<file path="src/rtl/hlsc_pkg.sv">
// ----------------------------------------------------------------------------
// Heater load-shedding controller package
// Types, register codes and fixed widths shared by the controller modules.
// ----------------------------------------------------------------------------
package hlsc_pkg;

   // Heater count and fixed field widths
   localparam int NUM_HEATERS    = 3;
   localparam int ELAPSED_BITS   = 8;
   localparam int MODE_BITS      = 2;
   localparam int INSTALLED_BITS = 2;
   localparam int THRESHOLD_BITS = 15;
   localparam int WAIT_BITS      = 16;
   localparam int CSR_DATA_BITS  = 16;
   localparam int CSR_INDEX_BITS = 2;
   localparam int COUNT_BITS     = 2;

   // Register indexes
   typedef enum logic [CSR_INDEX_BITS-1:0] {
      CSR_SHED_MODE  = 2'd0,
      CSR_INSTALLED  = 2'd1,
      CSR_THRESHOLD  = 2'd2,
      CSR_WAIT_TICKS = 2'd3
   } csr_index_type;

   // Shedding modes; every other code disables shedding
   localparam logic [MODE_BITS-1:0] MODE_CASCADE   = 2'd1;
   localparam logic [MODE_BITS-1:0] MODE_PER_PHASE = 2'd3;

   // Register reset values
   localparam logic [MODE_BITS-1:0]      RESET_SHED_MODE  = 2'd0;
   localparam logic [INSTALLED_BITS-1:0] RESET_INSTALLED  = 2'd3;
   localparam logic [THRESHOLD_BITS-1:0] RESET_THRESHOLD  = 15'd0;
   localparam logic [WAIT_BITS-1:0]      RESET_WAIT_TICKS = 16'd1000;

   // Output queue occupancy at which requests are refused
   localparam logic [COUNT_BITS-1:0] QUEUE_FULL = 2'd2;

   typedef struct packed {
      logic [MODE_BITS-1:0]      shed_mode;
      logic [INSTALLED_BITS-1:0] installed_heaters;
      logic [THRESHOLD_BITS-1:0] restore_threshold;
      logic [WAIT_BITS-1:0]      wait_ticks;
   } cfg_type;

   // What one phase lane reports to the merge stage
   typedef struct packed {
      logic timer_expired;
      logic head_negative;
      logic head_above;
   } lane_status_type;

   // One result; bit 0 is heater one
   typedef struct packed {
      logic [NUM_HEATERS-1:0] heater_on;
      logic [NUM_HEATERS-1:0] shed;
   } result_type;

endpackage

</file>
<file path="src/rtl/hlsc_if.sv">
// ----------------------------------------------------------------------------
// Heater load-shedding controller channels
// Valid/ready channels for phase samples in and heater drives out.
// ----------------------------------------------------------------------------
interface hlsc_req_if #(
   parameter int HEADROOM_BITS = 16
);
   logic                            valid;
   logic                            ready;
   logic signed [HEADROOM_BITS-1:0] headroom_1;
   logic signed [HEADROOM_BITS-1:0] headroom_2;
   logic signed [HEADROOM_BITS-1:0] headroom_3;
   logic                            fresh_1;
   logic                            fresh_2;
   logic                            fresh_3;
   logic                            demand_1;
   logic                            demand_2;
   logic                            demand_3;
   logic [7:0]                      elapsed;

   modport source (
      output valid, headroom_1, headroom_2, headroom_3,
             fresh_1, fresh_2, fresh_3, demand_1, demand_2, demand_3, elapsed,
      input  ready
   );
   modport sink (
      input  valid, headroom_1, headroom_2, headroom_3,
             fresh_1, fresh_2, fresh_3, demand_1, demand_2, demand_3, elapsed,
      output ready
   );
endinterface

interface hlsc_rsp_if;
   logic valid;
   logic ready;
   logic heater_on_1;
   logic heater_on_2;
   logic heater_on_3;
   logic shed_1;
   logic shed_2;
   logic shed_3;

   modport source (
      output valid, heater_on_1, heater_on_2, heater_on_3, shed_1, shed_2, shed_3,
      input  ready
   );
   modport sink (
      input  valid, heater_on_1, heater_on_2, heater_on_3, shed_1, shed_2, shed_3,
      output ready
   );
endinterface

</file>
<file path="src/rtl/hlsc_lane.sv">
// ----------------------------------------------------------------------------
// Heater load-shedding controller phase lane
// Restore timer of one heater and the headroom compares of its phase.
// ----------------------------------------------------------------------------
module hlsc_lane #(
   parameter int HEADROOM_BITS = 16,
   parameter int TIMER_BITS    = 16
) (
   input  logic                                 clock,
   input  logic                                 reset,
   input  logic                                 advance,
   input  logic [hlsc_pkg::ELAPSED_BITS-1:0]    elapsed,
   input  logic signed [HEADROOM_BITS-1:0]      headroom,
   input  logic [hlsc_pkg::THRESHOLD_BITS-1:0]  restore_threshold,
   input  logic [hlsc_pkg::WAIT_BITS-1:0]       wait_ticks,
   input  logic                                 clear_timer,
   output hlsc_pkg::lane_status_type            status
);
   import hlsc_pkg::*;

   localparam int SUM_BITS = TIMER_BITS + 1;
   localparam int CMP_BITS = (TIMER_BITS > WAIT_BITS) ? TIMER_BITS : WAIT_BITS;
   localparam int HEAD_EXT_BITS =
      ((HEADROOM_BITS > THRESHOLD_BITS) ? HEADROOM_BITS : THRESHOLD_BITS) + 1;

   logic [TIMER_BITS-1:0]           timer_ff;
   logic [TIMER_BITS-1:0]           timer_in;
   logic [SUM_BITS-1:0]             timer_sum;
   logic [TIMER_BITS-1:0]           timer_sat;
   logic signed [HEAD_EXT_BITS-1:0] head_ext;
   logic signed [HEAD_EXT_BITS-1:0] thr_ext;

   // Advance the timer by the elapsed ticks, holding at full scale
   assign timer_sum = {1'b0, timer_ff} + SUM_BITS'(elapsed);
   assign timer_sat = timer_sum[TIMER_BITS] ? {TIMER_BITS{1'b1}} : timer_sum[TIMER_BITS-1:0];

   // Compare headroom against zero and the restore threshold
   assign head_ext = {{(HEAD_EXT_BITS - HEADROOM_BITS){headroom[HEADROOM_BITS-1]}}, headroom};
   assign thr_ext  = {{(HEAD_EXT_BITS - THRESHOLD_BITS){1'b0}}, restore_threshold};

   assign status.timer_expired = CMP_BITS'(timer_sat) > CMP_BITS'(wait_ticks);
   assign status.head_negative = headroom[HEADROOM_BITS-1];
   assign status.head_above    = head_ext > thr_ext;

   // Drop the timer to zero when the merge stage takes a restore decision
   assign timer_in = clear_timer ? '0 : timer_sat;

   always_ff @(posedge clock) begin
      if (reset) begin
         timer_ff <= '0;
      end else if (advance) begin
         timer_ff <= timer_in;
      end
   end

endmodule

</file>
<file path="src/rtl/hlsc_merge.sv">
// ----------------------------------------------------------------------------
// Heater load-shedding controller merge stage
// Combines the lane reports into shed flags, timer clears and heater drives.
// ----------------------------------------------------------------------------
module hlsc_merge (
   input  logic                                 clock,
   input  logic                                 reset,
   input  logic                                 advance,
   input  logic [hlsc_pkg::MODE_BITS-1:0]       shed_mode,
   input  logic [hlsc_pkg::INSTALLED_BITS-1:0]  installed_heaters,
   input  logic [hlsc_pkg::NUM_HEATERS-1:0]     fresh,
   input  logic [hlsc_pkg::NUM_HEATERS-1:0]     demand,
   input  hlsc_pkg::lane_status_type            status [hlsc_pkg::NUM_HEATERS],
   output logic [hlsc_pkg::NUM_HEATERS-1:0]     clear_timer,
   output hlsc_pkg::result_type                 result
);
   import hlsc_pkg::*;

   logic [NUM_HEATERS-1:0] shed_flags_ff;
   logic [NUM_HEATERS-1:0] shed_flags_in;
   logic [NUM_HEATERS-1:0] fitted;

   // Decide new shed flags and which timers restart
   always_comb begin
      shed_flags_in = shed_flags_ff;
      clear_timer   = '0;
      case (shed_mode)
         MODE_CASCADE: begin
            if (fresh[0]) begin
               if (status[0].head_negative) begin
                  // shed the lowest-priority heater still running
                  if (!shed_flags_ff[2]) begin
                     shed_flags_in[2] = 1'b1;
                  end else if (!shed_flags_ff[1]) begin
                     shed_flags_in[1] = 1'b1;
                  end else if (!shed_flags_ff[0]) begin
                     shed_flags_in[0] = 1'b1;
                  end
               end else begin
                  // restore at most one heater, highest priority first
                  if (shed_flags_ff[0] && status[0].timer_expired) begin
                     clear_timer[0] = 1'b1;
                     if (status[0].head_above) begin
                        shed_flags_in[0] = 1'b0;
                     end
                  end else if (shed_flags_ff[1] && status[1].timer_expired) begin
                     clear_timer[1] = 1'b1;
                     if (status[0].head_above) begin
                        shed_flags_in[1] = 1'b0;
                     end
                  end else if (shed_flags_ff[2] && status[2].timer_expired) begin
                     clear_timer[2] = 1'b1;
                     if (status[0].head_above) begin
                        shed_flags_in[2] = 1'b0;
                     end
                  end
               end
            end
         end
         MODE_PER_PHASE: begin
            for (int k = 0; k < NUM_HEATERS; k++) begin
               if (status[k].head_negative) begin
                  if (fresh[k]) begin
                     shed_flags_in[k] = 1'b1;
                  end
               end else if (status[k].timer_expired) begin
                  clear_timer[k] = 1'b1;
                  if (status[k].head_above) begin
                     shed_flags_in[k] = 1'b0;
                  end
               end
            end
         end
         default: begin
            shed_flags_in = '0;
         end
      endcase
   end

   // Gate each demand by its shed flag and the installed count
   always_comb begin
      for (int k = 0; k < NUM_HEATERS; k++) begin
         fitted[k] = installed_heaters > INSTALLED_BITS'(k);
      end
   end

   assign result.shed      = shed_flags_in;
   assign result.heater_on = demand & ~shed_flags_in & fitted;

   always_ff @(posedge clock) begin
      if (reset) begin
         shed_flags_ff <= '0;
      end else if (advance) begin
         shed_flags_ff <= shed_flags_in;
      end
   end

endmodule

</file>
<file path="src/rtl/heater_load_shedding_controller_unit.sv">
// ----------------------------------------------------------------------------
// Heater load-shedding controller
// Three-heater priority shedding with restore timers and demand gating.
// ----------------------------------------------------------------------------
// One request is taken per clock cycle, back to back. A request goes through
// the three phase lanes (timer advance and headroom compares) and the merge
// stage in the cycle it is accepted, and its result is registered into a
// two-entry output queue and offered from its head. The request side stalls
// only while both queue entries hold results not yet taken. Register writes
// take effect on the cycle after the write and are meant for idle time.
module heater_load_shedding_controller_unit #(
   parameter int HEADROOM_BITS = 16,
   parameter int TIMER_BITS    = 16
) (
   input  logic                                 clock,
   input  logic                                 reset,
   input  logic                                 csr_write_enable,
   input  logic [hlsc_pkg::CSR_INDEX_BITS-1:0]  csr_index,
   input  logic [hlsc_pkg::CSR_DATA_BITS-1:0]   csr_write_data,
   hlsc_req_if.sink                             req_channel,
   hlsc_rsp_if.source                           rsp_channel
);
   import hlsc_pkg::*;

   cfg_type                         cfg_ff;
   logic                            advance;
   logic                            pop;
   logic signed [HEADROOM_BITS-1:0] headroom [NUM_HEATERS];
   logic [NUM_HEATERS-1:0]          fresh;
   logic [NUM_HEATERS-1:0]          demand;
   lane_status_type                 status [NUM_HEATERS];
   logic [NUM_HEATERS-1:0]          clear_timer;
   result_type                      result;
   result_type                      slot0_ff;
   result_type                      slot0_in;
   result_type                      slot1_ff;
   result_type                      slot1_in;
   logic [COUNT_BITS-1:0]           count_ff;
   logic [COUNT_BITS-1:0]           count_in;
   logic [COUNT_BITS-1:0]           count_left;

   // Configuration registers
   always_ff @(posedge clock) begin
      if (reset) begin
         cfg_ff.shed_mode         <= RESET_SHED_MODE;
         cfg_ff.installed_heaters <= RESET_INSTALLED;
         cfg_ff.restore_threshold <= RESET_THRESHOLD;
         cfg_ff.wait_ticks        <= RESET_WAIT_TICKS;
      end else if (csr_write_enable) begin
         case (csr_index)
            CSR_SHED_MODE:  cfg_ff.shed_mode         <= csr_write_data[MODE_BITS-1:0];
            CSR_INSTALLED:  cfg_ff.installed_heaters <= csr_write_data[INSTALLED_BITS-1:0];
            CSR_THRESHOLD:  cfg_ff.restore_threshold <= csr_write_data[THRESHOLD_BITS-1:0];
            CSR_WAIT_TICKS: cfg_ff.wait_ticks        <= csr_write_data[WAIT_BITS-1:0];
            default: begin
            end
         endcase
      end
   end

   // Request handshake
   assign req_channel.ready = count_ff != QUEUE_FULL;
   assign advance           = req_channel.valid && req_channel.ready;

   assign headroom[0] = req_channel.headroom_1;
   assign headroom[1] = req_channel.headroom_2;
   assign headroom[2] = req_channel.headroom_3;
   assign fresh  = {req_channel.fresh_3, req_channel.fresh_2, req_channel.fresh_1};
   assign demand = {req_channel.demand_3, req_channel.demand_2, req_channel.demand_1};

   // One lane per phase
   for (genvar k = 0; k < NUM_HEATERS; k++) begin : g_lane
      hlsc_lane #(
         .HEADROOM_BITS (HEADROOM_BITS),
         .TIMER_BITS    (TIMER_BITS)
      ) u_lane (
         .clock             (clock),
         .reset             (reset),
         .advance           (advance),
         .elapsed           (req_channel.elapsed),
         .headroom          (headroom[k]),
         .restore_threshold (cfg_ff.restore_threshold),
         .wait_ticks        (cfg_ff.wait_ticks),
         .clear_timer       (clear_timer[k]),
         .status            (status[k])
      );
   end

   hlsc_merge u_merge (
      .clock             (clock),
      .reset             (reset),
      .advance           (advance),
      .shed_mode         (cfg_ff.shed_mode),
      .installed_heaters (cfg_ff.installed_heaters),
      .fresh             (fresh),
      .demand            (demand),
      .status            (status),
      .clear_timer       (clear_timer),
      .result            (result)
   );

   // Output queue: pop shifts the second entry forward, push fills the next free one
   assign pop        = rsp_channel.valid && rsp_channel.ready;
   assign count_left = count_ff - COUNT_BITS'(pop);

   always_comb begin
      slot0_in = pop ? slot1_ff : slot0_ff;
      slot1_in = slot1_ff;
      if (advance) begin
         if (count_left == '0) begin
            slot0_in = result;
         end else begin
            slot1_in = result;
         end
      end
      count_in = count_left + COUNT_BITS'(advance);
   end

   always_ff @(posedge clock) begin
      if (reset) begin
         count_ff <= '0;
      end else begin
         count_ff <= count_in;
      end
   end

   always_ff @(posedge clock) begin
      slot0_ff <= slot0_in;
      slot1_ff <= slot1_in;
   end

   // Present the head of the queue
   assign rsp_channel.valid       = count_ff != '0;
   assign rsp_channel.heater_on_1 = slot0_ff.heater_on[0];
   assign rsp_channel.heater_on_2 = slot0_ff.heater_on[1];
   assign rsp_channel.heater_on_3 = slot0_ff.heater_on[2];
   assign rsp_channel.shed_1      = slot0_ff.shed[0];
   assign rsp_channel.shed_2      = slot0_ff.shed[1];
   assign rsp_channel.shed_3      = slot0_ff.shed[2];

endmodule

</file>
<file path="src/flat_wrapper.sv">
// flat-port wrapper written by rule: the top's interface ports become plain ports
module heater_load_shedding_controller_unit_flat import hlsc_pkg::*;
#(
   parameter int HEADROOM_BITS = 16,
   parameter int TIMER_BITS    = 16
)
  (clock, reset, csr_write_enable, csr_index, csr_write_data, req_channel_valid, req_channel_headroom_1, req_channel_headroom_2, req_channel_headroom_3, req_channel_fresh_1, req_channel_fresh_2, req_channel_fresh_3, req_channel_demand_1, req_channel_demand_2, req_channel_demand_3, req_channel_elapsed, req_channel_ready, rsp_channel_valid, rsp_channel_heater_on_1, rsp_channel_heater_on_2, rsp_channel_heater_on_3, rsp_channel_shed_1, rsp_channel_shed_2, rsp_channel_shed_3, rsp_channel_ready);
  hlsc_req_if #(.HEADROOM_BITS(HEADROOM_BITS)) req_channel_i ();
  hlsc_rsp_if rsp_channel_i ();
  input  logic clock;
  input  logic reset;
  input  logic csr_write_enable;
  input  logic [hlsc_pkg::CSR_INDEX_BITS-1:0] csr_index;
  input  logic [hlsc_pkg::CSR_DATA_BITS-1:0] csr_write_data;
  input wire logic [$bits(req_channel_i.valid)-1:0] req_channel_valid;
  input wire logic [$bits(req_channel_i.headroom_1)-1:0] req_channel_headroom_1;
  input wire logic [$bits(req_channel_i.headroom_2)-1:0] req_channel_headroom_2;
  input wire logic [$bits(req_channel_i.headroom_3)-1:0] req_channel_headroom_3;
  input wire logic [$bits(req_channel_i.fresh_1)-1:0] req_channel_fresh_1;
  input wire logic [$bits(req_channel_i.fresh_2)-1:0] req_channel_fresh_2;
  input wire logic [$bits(req_channel_i.fresh_3)-1:0] req_channel_fresh_3;
  input wire logic [$bits(req_channel_i.demand_1)-1:0] req_channel_demand_1;
  input wire logic [$bits(req_channel_i.demand_2)-1:0] req_channel_demand_2;
  input wire logic [$bits(req_channel_i.demand_3)-1:0] req_channel_demand_3;
  input wire logic [$bits(req_channel_i.elapsed)-1:0] req_channel_elapsed;
  output wire logic [$bits(req_channel_i.ready)-1:0] req_channel_ready;
  output wire logic [$bits(rsp_channel_i.valid)-1:0] rsp_channel_valid;
  output wire logic [$bits(rsp_channel_i.heater_on_1)-1:0] rsp_channel_heater_on_1;
  output wire logic [$bits(rsp_channel_i.heater_on_2)-1:0] rsp_channel_heater_on_2;
  output wire logic [$bits(rsp_channel_i.heater_on_3)-1:0] rsp_channel_heater_on_3;
  output wire logic [$bits(rsp_channel_i.shed_1)-1:0] rsp_channel_shed_1;
  output wire logic [$bits(rsp_channel_i.shed_2)-1:0] rsp_channel_shed_2;
  output wire logic [$bits(rsp_channel_i.shed_3)-1:0] rsp_channel_shed_3;
  input wire logic [$bits(rsp_channel_i.ready)-1:0] rsp_channel_ready;
  assign req_channel_i.valid = req_channel_valid;
  assign req_channel_i.headroom_1 = req_channel_headroom_1;
  assign req_channel_i.headroom_2 = req_channel_headroom_2;
  assign req_channel_i.headroom_3 = req_channel_headroom_3;
  assign req_channel_i.fresh_1 = req_channel_fresh_1;
  assign req_channel_i.fresh_2 = req_channel_fresh_2;
  assign req_channel_i.fresh_3 = req_channel_fresh_3;
  assign req_channel_i.demand_1 = req_channel_demand_1;
  assign req_channel_i.demand_2 = req_channel_demand_2;
  assign req_channel_i.demand_3 = req_channel_demand_3;
  assign req_channel_i.elapsed = req_channel_elapsed;
  assign req_channel_ready = req_channel_i.ready;
  assign rsp_channel_valid = rsp_channel_i.valid;
  assign rsp_channel_heater_on_1 = rsp_channel_i.heater_on_1;
  assign rsp_channel_heater_on_2 = rsp_channel_i.heater_on_2;
  assign rsp_channel_heater_on_3 = rsp_channel_i.heater_on_3;
  assign rsp_channel_shed_1 = rsp_channel_i.shed_1;
  assign rsp_channel_shed_2 = rsp_channel_i.shed_2;
  assign rsp_channel_shed_3 = rsp_channel_i.shed_3;
  assign rsp_channel_i.ready = rsp_channel_ready;
  heater_load_shedding_controller_unit #(.HEADROOM_BITS(HEADROOM_BITS), .TIMER_BITS(TIMER_BITS)) u_core (.clock(clock), .reset(reset), .csr_write_enable(csr_write_enable), .csr_index(csr_index), .csr_write_data(csr_write_data), .req_channel(req_channel_i), .rsp_channel(rsp_channel_i));
endmodule
</file>
<file path="config.mk">
export PLATFORM = sky130hd
export DESIGN_NAME = heater_load_shedding_controller_unit_flat
export DESIGN_NICKNAME = d
export VERILOG_FILES = /design/src/rtl/hlsc_pkg.sv /design/src/rtl/hlsc_if.sv /design/src/rtl/hlsc_lane.sv /design/src/rtl/hlsc_merge.sv /design/src/rtl/heater_load_shedding_controller_unit.sv /design/src/flat_wrapper.sv
export SDC_FILE = /design/constraint.sdc
export NUM_CORES = 1
export LEC_CHECK = 0
export BUFFER_PORTS_ARGS = -buffer_cell sky130_fd_sc_hd__clkbuf_2
export CAP_MARGIN = 10
export CELL_PAD_IN_SITES_DETAIL_PLACEMENT = 1
export CELL_PAD_IN_SITES_GLOBAL_PLACEMENT = 1
export CORE_AREA = 2 2 140 142
export CTS_BUF_LIST = sky130_fd_sc_hd__clkbuf_4 sky130_fd_sc_hd__clkbuf_8
export DETAILED_ROUTE_END_ITERATION = 12
export DIE_AREA = 0 0 142 144
export GPL_ROUTABILITY_DRIVEN = 0
export HOLD_SLACK_MARGIN = 0.1
export PLACE_DENSITY_LB_ADDON = 0.1
export SYNTH_ARGS = -nofsm -noshare
export SYNTH_HDL_FRONTEND = slang
export SYNTH_SLANG_ARGS = --single-unit
</file>
<file path="constraint.sdc">
create_clock -name clock -period 4.5 [get_ports clock]
set_clock_uncertainty 0.05 [all_clocks]
set_input_delay 0.675 -clock clock [delete_from_list [all_inputs] [get_ports clock]]
set_output_delay 0.675 -clock clock [all_outputs]
set_load 0.03 [all_outputs]
</file>
### Word level (Yosys, flattened, before mapping)

Index checks and enable logic that the tools add are counted.

* register bits after elaboration: 100
* input bits: 85
* output and inout port bits: 8
* logic and storage cells: 97

* add/subtract/negate cells: 5
* $lt $le $gt $ge: 9
* equality and inequality tests: 6
* mux-type cells: 47
* bitwise gates (word level): 4
* reductions and logical operators: 13

Operators with widths (count)
* greater-than comparator 16 bit: 6
* 2-to-1 mux 16 bit: 6
* adder 16 x 8 -> 17 bit: 3
* 2-to-1 mux 1 bit: 29
* 2-to-1 mux 6 bit: 3
* 2-to-1 mux 3 bit: 4
* one-hot mux 3 bit (2 select lines): 2
* AND reduction 2 bit: 5
* bitwise AND 3 bit: 2
* == test 2 bit, second input constant: 3
* 2-to-1 mux 2 bit: 3
* logical AND 1 bit: 5
* == test 2 x 1 -> 1 bit, second input constant: 2
* greater-than comparator 2 x 1 -> 1 bit, second input constant: 2
* logical NOT 2 bit: 2
* NOT 3 bit: 1
* adder 2 x 1 -> 2 bit: 1
* greater-than comparator 2 bit, second input constant: 1
* inequality test 2 bit, second input constant: 1
* nonzero test 2 bit: 1
* subtractor 2 x 1 -> 2 bit: 1
* NOT 1 bit: 1

### Depth between registers and ports, before layout

* depth in word-level cells: 15
* mapped depth: 19
* mapped depth without buffers: 18

### Modules after synthesis

A second synthesis with hierarchy kept.

* cell total of the unflattened synthesis: 1028
* area total of the unflattened synthesis: 8385.5 um2

By module, submodules not included
* hlsc_lane (u_core.g_lane[0].u_lane): times used 1, cells each 275, area an instance 2123.3 um2, seq. area each 320.3 um2
* hlsc_lane (u_core.g_lane[2].u_lane): times used 1, cells each 253, area an instance 2018.2 um2, seq. area each 320.3 um2
* hlsc_lane (u_core.g_lane[1].u_lane): times used 1, cells each 253, area an instance 2015.7 um2, seq. area each 320.3 um2
* heater_load_shedding_controller_unit: times used 1, cells each 194, area an instance 1856.8 um2, seq. area each 1041.0 um2
* hlsc_merge: times used 1, cells each 53, area an instance 371.6 um2, seq. area each 60.1 um2

### Worst setup path after synthesis

Ideal clock, no wire load.

* kind: input to register
* start point: input port req_channel_elapsed[0]
* end point: register u_core.slot1_ff[5] in the netlist's numbering (data pin)
* library setup time: 0.261 ns
* arrival time: 4.370 ns
* data required time: 4.189 ns
* path slack: -0.181 ns
* stages: 17
* path buffers: 0
* cell sequence: ha_1 -> fa_1 -> a21o_1 -> a21oi_1 -> nor2b_1 -> o2111ai_2 -> or2_2 -> nor2_1 -> or3_1 -> ha_1 -> nand4_2 -> or3_1 -> a21o_1 -> a311oi_1 -> and3b_1 -> o221ai_4 -> nor2_1

RTL lines
* start: declaration: line flat_wrapper.sv:25 `input wire logic [$bits(req_channel_i.elapsed)-1:0] req_channel_elapsed;`
* end signal: assignment: line heater_load_shedding_controller_unit.sv:129 `slot1_ff <= slot1_in;`
* end: declaration: line heater_load_shedding_controller_unit.sv:36 `result_type slot1_ff;`

==> impl_metrics.toml <==
[global_routing]
grt_overflow = 0
grt_util_all_layers_pct = 24.23
first_global_vias = 7473
grt_pass1_wl_mm = 38.56
antenna_found_initial = 0
grt_max_degree = 54

[die]
initial_core_util_pct = 40.07
fp.coreArea_um2 = 19080
io_pins = 93
rows = 51
dieArea_um2 = 20450
die_y_um = 144
die_w_um = 142

[final_layout]
final_common_cell = "nand2_1"
antenna_cells = 0
final_core_util_pct = 50.81
syn2layout_area_growth_pct = 26.81
fill_cells = 2337
final_cell_mix = "nand2_1 (129), ha_1 (108), dfxtp_1 (93)"
fin_cells = 1331
drive_gt1_share_pct = 26.26
nets = 1295
stdcell_area_um2 = 9694

[sta]
tightest_slew_ns = 1.154
drv_slew = 0
max_freq_mhz = 227.8
hold_violations = 0
layout_setup_ws_ns = 0.1102
slew-limit-headroom_pct = 22.81
finalCritPeriodShare_pct = 97.55
setup_viol = 0
period_needed_ns = 4.390

[power_and_ir_drop]
p_leak_nw = 4.382
total_power_mw = 3.622
p_per_area_nw_per_um2 = 373.7
vdd_drop_max_uv = 242.9

[worst_hold_path]
holdPathStages = 2
hold_class = "reg -> reg"

[route]
first_pass_iters = 5
drt_iter0_drc = 377
avgViaCountPerCell = 5.542
remaining_drc_errors = 0
wire_per_inst_um = 18.76
finalWirelength_mm = 24.96
vias = 7377
drtAntennaViolNets = 0

[clock_network]
htreeDepth = 3
worstSkewPairLatency_ns = 0.40
root_buffer = "clkbuf_8"
cts_tree = "done"
clk_pin_slew_ns = 0.11
clock-sinks = 100
cts_buffers = 9
clockBufferDepth = 2

[run]
cap_violations = 0

[synthesis]
yosysUniqueCellTypes = 75
synthCells = 906
synth_nets = 1113
yosysWarnings = 0
yosysSeqAreaShare_pct = 26.97
netlist_area_um2 = 7645
ys_ff_latch = 100
ys.flop_type = "dfxtp_1"
synth_edf_count = 6
synthArstFlopShare_pct = 0
synth.avg_cell_area_um2 = 8.438

[critical_path]
path_class = "in -> reg"
end_kind = "flip-flop"
cp.required_ns = 4.60
cp_max_fo = 4
rr_worst_depth = 17
crit_arrival_ns = 4.49
startpoint_type = "input pin"

[outcome]
outcome = "finished clean"

[placed_design]
dpl_cell_area_um2 = 9129
place_ws_ns = -0.3612
dp_hpwl_mm = 19.86
io_buffers = 92
dp_cells = 1310
## metal layers
metal	wire, um	part of all wire, %	vias to the layer above	track usage, %
met2	12340	49	105	42.36
met1	11590	46	3574	32.02
met3	634	2.5	27	2.848
li1	-	-	3671	-
met4	405	1.6	0	5.684
met5	0	0	-	0
## logic make-up after synthesis
logic type | synth area share (%)
AND/OR/NAND/NOR | 20.36
flip-flops | 26.97
AO/OA/AOI/OAI | 22.42
multiplexers | 2.210
buffers and inverters | 4.222
XOR/XNOR | 3.552
adder cells (fa/ha/maj) | 20.26
## Yosys cell counts, types with 3 or more instances
cell type / instances / area share, %
mux2_2: 7 / 1.0
mux2i_1: 9 / 1.2
buf_6: 3 / 0.44
and3_1: 11 / 0.90
nand3_2: 3 / 0.39
o2bb2ai_1: 3 / 0.34
nor3_1: 7 / 0.46
dfxtp_1: 94 / 25
nor3b_1: 4 / 0.39
a22oi_1: 6 / 0.59
or4_1: 4 / 0.39
xor2_1: 12 / 1.4
a21oi_1: 87 / 5.7
or3_1: 6 / 0.49
nor4_1: 5 / 0.41
o21ai_0: 34 / 2.2
nor2b_1: 13 / 1.1
nand3_1: 24 / 1.6
nand2_1: 132 / 6.5
nor4_2: 3 / 0.49
o21bai_1: 5 / 0.49
nand4_1: 17 / 1.4
or2_2: 6 / 0.49
clkbuf_1: 16 / 0.79
o21a_1: 8 / 0.79
a211oi_1: 5 / 0.49
buf_2: 3 / 0.20
fa_1: 3 / 0.79
nand2b_1: 14 / 1.1
a211o_1: 8 / 0.92
edfxtp_1: 6 / 2.4
o211ai_1: 9 / 0.88
a31oi_1: 4 / 0.33
a22o_1: 31 / 3.6
ha_1: 119 / 19
a21o_1: 16 / 1.6
xnor2_1: 19 / 2.2
nor2_1: 48 / 2.4
inv_1: 54 / 2.7
o22ai_1: 5 / 0.41
## registers in the layout, summed over array words and instances (netlist names), 2 cells and up
name	count
u_core.count_ff	2
u_core.cfg_ff	35
u_core.slot1_ff	6
u_core.g_lane.u_lane.timer_ff	48
u_core.u_merge.shed_flags_ff	3
## path summary, 6_finish.rpt
kind	start	to	slack, ns
setup / recovery	req_channel_elapsed[0]	u_core.slot1_ff[5]$_DFFE_PP_	0.11
hold / removal	u_core.cfg_ff[24]$_SDFFE_PP0P_	u_core.cfg_ff[24]$_SDFFE_PP0P_	0.41
setup reg to reg	u_core.g_lane[0].u_lane.timer_ff[0]$_SDFFE_PP0P_	u_core.slot1_ff[5]$_DFFE_PP_	0.18
hold reg to reg	u_core.cfg_ff[24]$_SDFFE_PP0P_	u_core.cfg_ff[24]$_SDFFE_PP0P_	0.41
## critical path, cell delays in order
cell and delay, ns:
buf_6 0.10, buf_6 0.12, ha_4 0.17, fa_2 0.35, a21o_1 0.18, a21oi_2 0.20, nor2b_4 0.08, o2111ai_4 0.24
or2_4 0.17, nor2_2 0.04, or3_4 0.34, ha_4 0.29, nand4_4 0.08, or3_1 0.36, a21o_1 0.18, a311oi_2 0.38
and3b_1 0.25, o221ai_4 0.20, nor2_1 0.08
## cell type report
type | count | area, um2 | share of cell area [%]
multi-input combinational | 727 | 5575 | 57.51
clock buffer | 10 | 137.6 | 1.420
clock inverter | 6 | 53.80 | 0.5550
sequential | 100 | 2063 | 21.28
tap | 238 | 297.8 | 3.072
inverter | 55 | 206.4 | 2.130
timing repair buffer | 195 | 1360 | 14.03
## per-stage QoR
stage / TNS, ns / hold WS (ns)
2_1_floorplan: -0.005446 / 0.3791
3_3_place_gp: -10.69 / 0.3937
3_5_place_dp: -14.42 / 0.3975
4_1_cts: 0 / 0.4141
5_1_grt: -0.5381 / 0.4319
6_report: 0 / 0.4110
## what timing repair did
action,4_1_cts,5_1_grt
buffers inserted,0,6
gates resized for setup,0,57
hold buffers,0,0
endpoints found under the hold margin,0,0
setup endpoints to repair,0,44
## power breakdown
group / internal [mW] / switching [mW]
Sequential: 1.04 / 0.0926
Clock: 0.228 / 0.368
Combinational: 0.894 / 1.00
(Power assumes the default switching activity.)
